--- config.mk ---
export PLATFORM = sky130hd
export DESIGN_NAME = utf8_stream_decoder_flat
export DESIGN_NICKNAME = d
export VERILOG_FILES = /design/src/design/utf8d_pkg.sv /design/src/design/utf8d_in_if.sv /design/src/design/utf8d_out_if.sv /design/src/design/utf8_stream_decoder.sv /design/src/design/utf8d_front.sv /design/src/design/utf8d_back.sv /design/src/flat_wrapper.sv
export SDC_FILE = /design/constraint.sdc
export NUM_CORES = 1
export LEC_CHECK = 0
export BUFFER_PORTS_ARGS = -buffer_cell sky130_fd_sc_hd__clkbuf_2
export CAP_MARGIN = 20
export CORE_ASPECT_RATIO = 0.9
export CORE_MARGIN = 8
export CORE_UTILIZATION = 45
export DETAILED_ROUTE_END_ITERATION = 10
export HOLD_SLACK_MARGIN = 0.06
export SYNTH_ARGS = -nofsm -noshare
export SYNTH_HDL_FRONTEND = slang
export SYNTH_HIERARCHICAL = 1
export SYNTH_SLANG_ARGS = --single-unit
--- constraint.sdc ---
create_clock -name clk -period 4.46 [get_ports clk]
set_input_delay 0 -clock clk [delete_from_list [all_inputs] [get_ports clk]]
set_output_delay 0 -clock clk [all_outputs]
set_load 0.005 [all_outputs]
--- src/design/utf8d_pkg.sv ---
package utf8d_pkg;

    localparam int unsigned QueueDepth = 2;
    localparam int unsigned QPtrW      = $clog2(QueueDepth);
    localparam int unsigned QCntW      = $clog2(QueueDepth + 1);

    localparam logic [20:0] REPL_CHAR  = 21'h00FFFD;
    localparam logic [7:0]  LEAD2_LO   = 8'hC2;
    localparam logic [7:0]  LEAD2_HI   = 8'hDF;
    localparam logic [7:0]  LEAD3_LO   = 8'hE0;
    localparam logic [7:0]  LEAD3_HI   = 8'hEF;
    localparam logic [7:0]  LEAD4_LO   = 8'hF0;
    localparam logic [7:0]  LEAD4_HI   = 8'hF4;
    localparam logic [7:0]  LEAD_E0    = 8'hE0;
    localparam logic [7:0]  LEAD_ED    = 8'hED;
    localparam logic [7:0]  LEAD_F0    = 8'hF0;
    localparam logic [7:0]  LEAD_F4    = 8'hF4;
    localparam logic [7:0]  CONT_LO    = 8'h80;
    localparam logic [7:0]  CONT_HI    = 8'hBF;
    localparam logic [7:0]  E0_SEC_LO  = 8'hA0;
    localparam logic [7:0]  ED_SEC_HI  = 8'h9F;
    localparam logic [7:0]  F0_SEC_LO  = 8'h90;
    localparam logic [7:0]  F4_SEC_HI  = 8'h8F;
    localparam logic [7:0]  CONT_MASK  = 8'hC0;

    typedef enum logic [1:0] {
        CLS_WAIT,
        CLS_BAD,
        CLS_GOOD
    } utf8d_kind_t;

    typedef enum logic {
        ST_IDLE,
        ST_RUN
    } utf8d_state_t;

    // one queued byte, tagged by the front with its lead length (0 = never a lead)
    typedef struct packed {
        logic [7:0] data_byte;
        logic       eoi;
        logic [2:0] lead_len;
    } utf8d_item_t;

    typedef struct packed {
        logic        valid;
        utf8d_item_t item;
    } utf8d_qhead_t;

    typedef struct packed {
        utf8d_kind_t kind;
        logic [2:0]  len;
        logic [20:0] cp;
    } utf8d_cls_t;

    typedef struct packed {
        logic [20:0] code_point;
        logic        replaced;
        logic        string_done;
        logic        run_last;
    } utf8d_result_t;

    function automatic logic [2:0] utf8d_lead_len(input logic [7:0] b);
        logic [2:0] len;
        len = 3'd0;
        if (b < CONT_LO)                        len = 3'd1;
        else if (b >= LEAD2_LO && b <= LEAD2_HI) len = 3'd2;
        else if (b >= LEAD3_LO && b <= LEAD3_HI) len = 3'd3;
        else if (b >= LEAD4_LO && b <= LEAD4_HI) len = 3'd4;
        return len;
    endfunction

    function automatic logic utf8d_second_ok(input logic [7:0] lead, input logic [7:0] b);
        logic [7:0] lo;
        logic [7:0] hi;
        lo = CONT_LO;
        hi = CONT_HI;
        if (lead == LEAD_E0)      lo = E0_SEC_LO;
        else if (lead == LEAD_ED) hi = ED_SEC_HI;
        else if (lead == LEAD_F0) lo = F0_SEC_LO;
        else if (lead == LEAD_F4) hi = F4_SEC_HI;
        return (b >= lo) && (b <= hi);
    endfunction

    // examine the avail oldest bytes of b as one sequence start
    function automatic utf8d_cls_t utf8d_classify(input logic [3:0][7:0] b,
                                                  input logic [2:0]      len,
                                                  input logic [2:0]      avail);
        utf8d_cls_t r;
        logic       bad;
        bad = (len == 3'd0);
        if (avail >= 3'd2 && len >= 3'd2 && !utf8d_second_ok(b[0], b[1])) bad = 1'b1;
        if (avail >= 3'd3 && len >= 3'd3 && (b[2] & CONT_MASK) != CONT_LO) bad = 1'b1;
        if (avail >= 3'd4 && len >= 3'd4 && (b[3] & CONT_MASK) != CONT_LO) bad = 1'b1;
        r.len = len;
        case (len)
            3'd1:    r.cp = {14'd0, b[0][6:0]};
            3'd2:    r.cp = {10'd0, b[0][4:0], b[1][5:0]};
            3'd3:    r.cp = {5'd0, b[0][3:0], b[1][5:0], b[2][5:0]};
            3'd4:    r.cp = {b[0][2:0], b[1][5:0], b[2][5:0], b[3][5:0]};
            default: r.cp = REPL_CHAR;
        endcase
        if (bad)              r.kind = CLS_BAD;
        else if (avail < len) r.kind = CLS_WAIT;
        else                  r.kind = CLS_GOOD;
        return r;
    endfunction

endpackage

--- src/design/utf8d_in_if.sv ---
interface utf8d_in_if;
    logic       valid;
    logic       ready;
    logic [7:0] in_byte;
    logic       end_of_input;

    modport source (output valid, output in_byte, output end_of_input, input ready);
    modport sink   (input valid, input in_byte, input end_of_input, output ready);
endinterface

--- src/design/utf8d_out_if.sv ---
interface utf8d_out_if;
    logic        valid;
    logic        ready;
    logic [20:0] code_point;
    logic        replaced;
    logic        string_done;
    logic        run_last;

    modport source (output valid, output code_point, output replaced,
                    output string_done, output run_last, input ready);
    modport sink   (input valid, input code_point, input replaced,
                    input string_done, input run_last, output ready);
endinterface

--- src/design/utf8_stream_decoder.sv ---
// Channel | Dir | Beat payload
// bytes   | in  | in_byte[7:0], end_of_input
// chars   | out | code_point[20:0], replaced, string_done, run_last
//
// Each byte is loaded into the decoder to start a step; the step then emits its
// results, each held in a staging register until the next result or the close
// of the step moves it to the output register. The close of a step and the load
// of the next byte share a cycle. The two-entry byte queue accepts bytes while it
// has room, also while the decoder works or the output register waits. Reset clears
// queue, pending count and output valid; pending bytes are don't-care until written.
module utf8_stream_decoder (
    input  logic        clk,
    input  logic        rst_n,
    utf8d_in_if.sink    bytes,
    utf8d_out_if.source chars
);
    import utf8d_pkg::*;

    utf8d_qhead_t head;
    logic         pop;

    utf8d_front u_front (
        .clk   (clk),
        .rst_n (rst_n),
        .bytes (bytes),
        .head  (head),
        .pop   (pop)
    );

    utf8d_back u_back (
        .clk   (clk),
        .rst_n (rst_n),
        .head  (head),
        .pop   (pop),
        .chars (chars)
    );

`ifndef SYNTHESIS
    a_done_is_last: assert property (@(posedge clk) disable iff (!rst_n)
        chars.valid && chars.string_done |-> chars.run_last)
        else $error("string_done without run_last");

    a_repl_value: assert property (@(posedge clk) disable iff (!rst_n)
        chars.valid && chars.replaced |-> chars.code_point == REPL_CHAR)
        else $error("replacement beat carries wrong code point");

    a_scalar_range: assert property (@(posedge clk) disable iff (!rst_n)
        chars.valid && !chars.replaced |->
            chars.code_point <= 21'h10FFFF &&
            (chars.code_point < 21'h00D800 || chars.code_point > 21'h00DFFF))
        else $error("decoded value is not a scalar value");

    a_pop_has_item: assert property (@(posedge clk) disable iff (!rst_n)
        pop |-> head.valid)
        else $error("decoder pulled from an empty queue");
`endif

endmodule

--- src/design/utf8d_front.sv ---
module utf8d_front (
    input  logic                  clk,
    input  logic                  rst_n,
    utf8d_in_if.sink              bytes,
    output utf8d_pkg::utf8d_qhead_t head,
    input  logic                  pop
);
    import utf8d_pkg::*;

    utf8d_item_t            q_mem_reg [QueueDepth];
    logic [QPtrW-1:0]       wr_ptr_reg, wr_ptr_next;
    logic [QPtrW-1:0]       rd_ptr_reg, rd_ptr_next;
    logic [QCntW-1:0]       cnt_reg, cnt_next;
    logic                   push;
    logic                   do_pop;

    assign bytes.ready = (cnt_reg != QCntW'(QueueDepth));
    assign push        = bytes.valid && bytes.ready;
    assign do_pop      = pop && (cnt_reg != '0);

    assign head.valid = (cnt_reg != '0);
    assign head.item  = q_mem_reg[rd_ptr_reg];

    always_comb
    begin
        wr_ptr_next = wr_ptr_reg;
        rd_ptr_next = rd_ptr_reg;
        cnt_next    = cnt_reg;
        if (push)
        begin
            wr_ptr_next = (wr_ptr_reg == QPtrW'(QueueDepth - 1)) ? '0 : wr_ptr_reg + 1'b1;
        end
        if (do_pop)
        begin
            rd_ptr_next = (rd_ptr_reg == QPtrW'(QueueDepth - 1)) ? '0 : rd_ptr_reg + 1'b1;
        end
        if (push && !do_pop)
        begin
            cnt_next = cnt_reg + 1'b1;
        end
        else if (!push && do_pop)
        begin
            cnt_next = cnt_reg - 1'b1;
        end
    end

    always_ff @(posedge clk or negedge rst_n)
    begin
        if (!rst_n)
        begin
            wr_ptr_reg <= '0;
            rd_ptr_reg <= '0;
            cnt_reg    <= '0;
        end
        else
        begin
            wr_ptr_reg <= wr_ptr_next;
            rd_ptr_reg <= rd_ptr_next;
            cnt_reg    <= cnt_next;
        end
    end

    always_ff @(posedge clk)
    begin
        if (push)
        begin
            q_mem_reg[wr_ptr_reg] <= '{data_byte: bytes.in_byte,
                                       eoi:       bytes.end_of_input,
                                       lead_len:  utf8d_lead_len(bytes.in_byte)};
        end
    end

endmodule

--- src/design/utf8d_back.sv ---
module utf8d_back (
    input  logic                    clk,
    input  logic                    rst_n,
    input  utf8d_pkg::utf8d_qhead_t head,
    output logic                    pop,
    utf8d_out_if.source             chars
);
    import utf8d_pkg::*;

    utf8d_state_t      state_reg, state_next;
    logic [3:0][7:0]   buf_reg, buf_next;
    logic [3:0][2:0]   lens_reg, lens_next;
    logic [2:0]        cnt_reg, cnt_next;
    logic              eoi_reg, eoi_next;
    logic              stage_valid_reg, stage_valid_next;
    utf8d_result_t     stage_reg, stage_next;
    logic              out_valid_reg, out_valid_next;
    utf8d_result_t     out_reg, out_next;

    utf8d_cls_t        cls;
    logic              adv;
    logic              stop;
    logic              produce;
    logic              load;
    logic [2:0]        consume;
    logic [3:0][7:0]   buf_sh;
    logic [3:0][2:0]   lens_sh;
    logic [2:0]        cnt_sh;

    assign cls     = utf8d_classify(buf_reg, lens_reg[0], cnt_reg);
    assign adv     = !out_valid_reg || chars.ready;
    // a step ends once nothing is left or an unfinished prefix may wait for more bytes
    assign stop    = (state_reg == ST_RUN) &&
                     ((cnt_reg == 3'd0) || (cls.kind == CLS_WAIT && !eoi_reg));
    assign produce = (state_reg == ST_RUN) && !stop && adv;
    assign load    = head.valid && ((state_reg == ST_IDLE) || (stop && adv));
    assign pop     = load;

    assign consume = (cls.kind == CLS_GOOD) ? cls.len : 3'd1;

    always_comb
    begin
        buf_sh  = buf_reg;
        lens_sh = lens_reg;
        cnt_sh  = cnt_reg;
        if (produce)
        begin
            buf_sh  = buf_reg >> {consume, 3'b000};
            lens_sh = lens_reg >> (4'(consume) * 4'd3);
            cnt_sh  = cnt_reg - consume;
        end
    end

    always_comb
    begin
        state_next = state_reg;
        case (state_reg)
            ST_IDLE:
            begin
                if (load)
                begin
                    state_next = ST_RUN;
                end
            end
            ST_RUN:
            begin
                if (stop && adv && !load)
                begin
                    state_next = ST_IDLE;
                end
            end
            default: state_next = ST_IDLE;
        endcase
    end

    always_comb
    begin
        buf_next         = buf_sh;
        lens_next        = lens_sh;
        cnt_next         = cnt_sh;
        eoi_next         = eoi_reg;
        stage_valid_next = stage_valid_reg;
        stage_next       = stage_reg;
        out_valid_next   = out_valid_reg && !chars.ready;
        out_next         = out_reg;

        if (produce)
        begin
            stage_valid_next       = 1'b1;
            stage_next.code_point  = (cls.kind == CLS_GOOD) ? cls.cp : REPL_CHAR;
            stage_next.replaced    = (cls.kind != CLS_GOOD);
            stage_next.string_done = 1'b0;
            stage_next.run_last    = 1'b0;
            if (stage_valid_reg)
            begin
                out_valid_next = 1'b1;
                out_next       = stage_reg;
            end
        end

        if (stop && adv)
        begin
            stage_valid_next = 1'b0;
            if (stage_valid_reg)
            begin
                out_valid_next       = 1'b1;
                out_next             = stage_reg;
                out_next.run_last    = 1'b1;
                out_next.string_done = eoi_reg;
            end
        end

        if (load)
        begin
            buf_next[cnt_reg[1:0]]  = head.item.data_byte;
            lens_next[cnt_reg[1:0]] = head.item.lead_len;
            cnt_next                = cnt_reg + 3'd1;
            eoi_next                = head.item.eoi;
        end
    end

    always_ff @(posedge clk or negedge rst_n)
    begin
        if (!rst_n)
        begin
            state_reg       <= ST_IDLE;
            cnt_reg         <= '0;
            eoi_reg         <= 1'b0;
            stage_valid_reg <= 1'b0;
            out_valid_reg   <= 1'b0;
        end
        else
        begin
            state_reg       <= state_next;
            cnt_reg         <= cnt_next;
            eoi_reg         <= eoi_next;
            stage_valid_reg <= stage_valid_next;
            out_valid_reg   <= out_valid_next;
        end
    end

    always_ff @(posedge clk)
    begin
        buf_reg   <= buf_next;
        lens_reg  <= lens_next;
        stage_reg <= stage_next;
        out_reg   <= out_next;
    end

    assign chars.valid       = out_valid_reg;
    assign chars.code_point  = out_reg.code_point;
    assign chars.replaced    = out_reg.replaced;
    assign chars.string_done = out_reg.string_done;
    assign chars.run_last    = out_reg.run_last;

endmodule
--- src/flat_wrapper.sv ---
// flat-port wrapper written by rule: the top's interface ports become plain ports
module utf8_stream_decoder_flat import utf8d_pkg::*;
  (clk, rst_n, bytes_valid, bytes_in_byte, bytes_end_of_input, bytes_ready, chars_valid, chars_code_point, chars_replaced, chars_string_done, chars_run_last, chars_ready);
  utf8d_in_if bytes_i ();
  utf8d_out_if chars_i ();
  input  logic clk;
  input  logic rst_n;
  input wire logic [$bits(bytes_i.valid)-1:0] bytes_valid;
  input wire logic [$bits(bytes_i.in_byte)-1:0] bytes_in_byte;
  input wire logic [$bits(bytes_i.end_of_input)-1:0] bytes_end_of_input;
  output wire logic [$bits(bytes_i.ready)-1:0] bytes_ready;
  output wire logic [$bits(chars_i.valid)-1:0] chars_valid;
  output wire logic [$bits(chars_i.code_point)-1:0] chars_code_point;
  output wire logic [$bits(chars_i.replaced)-1:0] chars_replaced;
  output wire logic [$bits(chars_i.string_done)-1:0] chars_string_done;
  output wire logic [$bits(chars_i.run_last)-1:0] chars_run_last;
  input wire logic [$bits(chars_i.ready)-1:0] chars_ready;
  assign bytes_i.valid = bytes_valid;
  assign bytes_i.in_byte = bytes_in_byte;
  assign bytes_i.end_of_input = bytes_end_of_input;
  assign bytes_ready = bytes_i.ready;
  assign chars_valid = chars_i.valid;
  assign chars_code_point = chars_i.code_point;
  assign chars_replaced = chars_i.replaced;
  assign chars_string_done = chars_i.string_done;
  assign chars_run_last = chars_i.run_last;
  assign chars_i.ready = chars_ready;
  utf8_stream_decoder u_core (.clk(clk), .rst_n(rst_n), .bytes(bytes_i), .chars(chars_i));
endmodule
== Word-level counts from Yosys, hierarchy flattened ==
Memories as Yosys holds them, arrays and structs flattened.
Cells that the tools add are included.

* Bits in registers: 101
* RAM bits: 24
* Input bits: 13
* Output and inout bits: 26
* Word-level logic and storage cells: 155
* Memories kept: 1

{| class="wikitable"
|+ Memories
! name !! words !! bits a word !! read ports !! clocked after Yosys merged registers in !! wr ports !! RTL line !! RTL
|-
| u_core.u_front.q_mem_reg || 2 || 12 || 1 || 0 || 1 || utf8d_front.sv:10 || <nowiki>utf8d_item_t q_mem_reg [QueueDepth];</nowiki>
|}

* Add/sub/neg operators: 6
* $mul: 1
* Order comparisons: 18
* Equal/unequal tests: 13
* Shift-type cells: 2
* Muxes and demuxes: 50
* Bitwise logic cells: 1
* Reduce and logical (&&, ||, !) cells: 41

{| class="wikitable"
|+ Operators by type and width
! kind !! count
|-
| $mux W24 || 4
|-
| $pmux W21 S4 || 1
|-
| $mux W32 || 2
|-
| $bwmux W32 || 1
|-
| $eq A8 B8 Y1 const B || 4
|-
| $mux W8 || 4
|-
| $shr A32 B6 Y32 || 1
|-
| $mux W3 || 9
|-
| $ge A8 B8 Y1 const B || 3
|-
| $le A8 B8 Y1 const B || 3
|-
| $mux W12 || 2
|-
| $logic_and A1 B1 Y1 || 23
|-
| $mux W6 || 3
|-
| $demux W8 S2 || 1
|-
| $mux W1 || 15
|-
| $bwmux W12 || 1
|-
| $ge A3 B2 Y1 const B || 4
|-
| $shr A12 B4 Y12 || 1
|-
| $ge A8 B8 Y1 || 1
|-
| $le A8 B8 Y1 || 1
|-
| $logic_not A1 Y1 || 8
|-
| $lt A8 B8 Y1 const B || 1
|-
| $mux W2 || 4
|-
| $ne A2 B2 Y1 const B || 4
|-
| other kinds (22) || 31
|}

== Depth between registers and ports, before layout ==
* Depth after elaboration: 24
* Gate-level depth with buffers: 21
* Gate-level depth less buffers: 18

== Modules after synthesis ==
Netlist, hierarchy kept.

{| class="wikitable"
|+ Modules (own cells, without submodules)
! module !! instances !! cells each !! area each (µm²) !! seq. area each (µm²)
|-
| utf8d_back || 1 || 609 || 5688.0 || 2437.3
|-
| utf8d_front || 1 || 64 || 1107.3 || 820.8
|}

== Worst setup path before layout ==
OpenSTA, ideal clock, no wires.

* Kind: register -> register
* Start point: register u_core/u_back/buf_reg[1] (netlist bit)
* End point: register u_core.u_back.lens_reg (netlist bit u_core/u_back/cls[23])
* Library setup time: 0.058 ns
* Data arrival time: 3.926 ns
* Required time: 4.402 ns
* Path slack: 0.476 ns
* Stages on the path, launching flop included: 18
* Buffers on the path: 0
* Period minus slack after synthesis: 3.984 ns
* Path through: dfxtp_1 -> and4b_1 -> and2_1 -> nand2_1 -> nor2_1 -> ha_1 -> nand4_1 -> o311ai_2 -> o21a_2 -> o2111ai_1 -> inv_1 -> ha_1 -> inv_1 -> fa_1 -> inv_1 -> or4_1 -> a32oi_1 -> mux2_2

{| class="wikitable"
|+ RTL lines
! element !! RTL line !! RTL
|-
| start, declared || utf8d_back.sv:11 || <nowiki>logic [3:0][7:0] buf_reg, buf_next;</nowiki>
|-
| start signal, assigned || utf8d_back.sv:144 || <nowiki>buf_reg <= buf_next;</nowiki>
|-
| end signal, assigned || utf8d_back.sv:145 || <nowiki>lens_reg <= lens_next;</nowiki>
|-
| end, declared || utf8d_back.sv:12 || <nowiki>logic [3:0][2:0] lens_reg, lens_next;</nowiki>
|}

==> out/results.tsv <==
metric	value	unit
Final Hold Viols	0	
syn avg cell area	10.1	um^2
final worst slack	0.508	ns
startpoint types	register	
I/O Pins	39	
DIE AREA	19300	um^2
drt initial violations	576	
maxcap violations	0	
Worst slew margin	38.0	%
port bufs	38	
Avg WL per Cell	18.9	um
Crit path largest cell delay	0.56	ns
dpl cell area	7230	um^2
crit path kind	register to register	
Main synth FF type	edfxtp_1	
critical path buffer and inverter count	3	
TritonCTS clock tree	built	
count leader, synth	nand2_1	
Die Y	133	um
number of enable flip-flop cells after synthesis	70	
area growth from synthesis to layout	18.0	%
pin count of the biggest net entering global routing	32	
Site Rows	42	
gate count of the mapped netlist	673	
Post-synth top cells	81 x nand2_1, 73 x nor2_1, 70 x edfxtp_1, 44 x dfxtp_1, 44 x nand3_1	
Core Area	14700	um^2
crit path time final	3.95	ns
initial antenna violation count	0	
Least-Margin Pin Slew	0.923	ns
PD cells	873	nW/um^2
CTS sink count	125	
CP endpoint kind	register	
dpl hpwl	12.4	mm
RSZ-0062 raised after global routing	false	
Design Area, Final	8020	um^2
latest clock arrival within the worst-skew pair	0.41	ns
Post-Route WL	17.6	mm
ant diodes	0	
CTS max path bufs	2	
critical path arrival	4.31	ns
Placed Instances	890	
Fin Setup TNS	0	ns
synth top area cells	edfxtp_1 31%, dfxtp_1 13%, nand2_1 4.5%, mux2i_1 4.4%, dfrtp_1 4.1%	
CP Max Fanout	8	
root buffer cell	clkbuf_16	
Seq cells post-synth	125	
H-tree depth	4	
Synth async-reset ratio	8.80	%
Leak	3.12	nW
Cell variety after synth	79	
Synth Net Count	698	
vias per inst	5.94	
DR DRC count	0	
DP Worst Slack	0.561	ns
layout cell share with drive strength beyond 1	18.5	%
nets	749	
post-cts sizing count	0	
Mapped Area	6800	um^2
first-pass GRT wire length	28.6	mm
power consumption	7.00	mW
Overall Global Routing Usage	18.4	%
Max rail drop VDD	0.570	mV
proportion of synthesized chip area in sequential cells	47.9	%
GR Overflow Total	0	
total number of vias	5551	
routability cong.	0.931	
Crit path max-delay family	simple AND/OR/NAND/NOR gates	
final cell count without fillers	935	
CP max-delay cell	fa_1	
Max Fclk	0.253	GHz
Die X	146	um
initial core utilization	46.2	%
skew final	0.00910	ns
period utilisation layout	88.6	%
ANT nets after route	0	
Hold Path Class	input port to register	
critical path, cell by cell	nor2_1, and2_1, nand2_1, nor2_1, ha_1, nand4_1, o311ai_2, o21a_2, o2111ai_1, inv_1, ha_1, inv_1, fa_1, inv_1, or4_1, a32oi_1, mux2_2	
Required @ worst endpoint	4.82	ns
cell mode on critical path	inv_1	
Num CTS Buffers	17	
Synth area leader	edfxtp_1	
Fin Hold WS	0.330	ns
Synth top area share	30.9	%
post-layout util	54.5	%
Final Max Slew Viols	0	
status	finished clean	
Synth Warn #	6	
Reg clk slew, reported paths	0.06	ns
# setup viols final	0	
drt pass-1 iters	5	
number of global-route vias before repair	5326	
[logic make-up (layout without fill, tap and decap cells)]
| family | count (synthesis) | in the layout | synth area share, % |
|---|---|---|---|
| simple gates | 243 | 243 | 16.3 |
| compound gates | 162 | 162 | 17.9 |
| flops | 125 | 125 | 47.9 |
| buf+inv | 66 | 130 | 4.16 |
| mux | 56 | 56 | 10.0 |
| fa+ha+maj | 12 | 12 | 2.43 |
| xor+xnor | 9 | 9 | 1.27 |
[worst paths after layout]
kind	to	slack [ns]	cells past startpoint	from
worst max-delay path	u_core/u_back/cls[23]$_DFF_P_	0.51	17	u_core/u_back/buf_reg[0]$_DFF_P_
worst min-delay path	u_core/u_front/q_mem_reg[0][3]$_DFFE_PP_	0.33	2	bytes_end_of_input
worst max register to register	u_core/u_back/cls[23]$_DFF_P_	0.51	17	u_core/u_back/buf_reg[0]$_DFF_P_
worst min register to register	u_core/u_front/wr_ptr_reg$_DFFE_PN0P_	0.49	1	u_core/u_front/wr_ptr_reg$_DFFE_PN0P_
max in group asynchronous	u_core/u_front/wr_ptr_reg$_DFFE_PN0P_	3.51	3	rst_n
min in group asynchronous	u_core/u_front/cnt_reg[1]$_DFFE_PN0P_	0.62	3	rst_n
[power by group]
group / switching (mW) / internal [mW]
Clock: 0.484 / 1.01
Sequential: 0.393 / 1.79
Combinational: 2.04 / 1.28
Total: 2.92 / 4.08
[worst reg2reg max path: cells and delay by family (launching register included)]
kind / cells / cell delay [ns]
buf+inv: 3 / 0.30
compound gates: 4 / 0.96
fa+ha+maj: 3 / 0.98
simple gates: 6 / 1.01
flops: 1 / 0.48
mux: 1 / 0.17
[cell usage in the layout, fill, tap and decap left out, types with 4 or more instances in the layout]
cell type / instances
mux4_2: 5
o211ai_1: 7
a32oi_1: 9
a31oi_1: 10
mux2_2: 19
a22oi_1: 28
xor2_1: 4
nand2_1: 81
o21ai_0: 26
mux2i_1: 30
dlygate4sd3_1: 13
buf_4: 25
dfxtp_1: 44
nor3_1: 4
nand3_1: 44
clkbuf_2: 38
a2bb2oi_1: 4
and3_1: 10
a21oi_1: 27
a211oi_1: 4
clkbuf_16: 21
inv_1: 18
dfrtp_1: 11
nor2_1: 73
ha_1: 10
xnor2_1: 4
nand2b_1: 6
edfxtp_1: 70
a221o_1: 11
[per-layer routing]
layer	part of all wire, %	wire (um)	GRT usage (%)	up-vias
li1	-	-	-	2627
met1	46	8160	24.8	2699
met2	45	7950	27.9	203
met3	7.0	1240	5.04	22
met4	1.6	276	6.47	0
met5	0	0	0	-
[cell type report]
cell class                      instances  area, um^2
Fill cell                            1329        6700
Sequential cell                       125        3260
Multi-Input combinational cell        482        3250
Clock buffer                           24         537
Timing Repair Buffer                   77         519
Tap cell                              198         248
Clock inverter                          8         123
Inverter                               21        78.8
[repair_timing]
| action | in CTS | in global routing |
|---|---|---|
| buffers inserted | 0 | 0 |
| hold buffers | 13 | 0 |
| hold endpoints to repair | 38 | 0 |
Note: power is estimated with default switching activity, not from simulation.
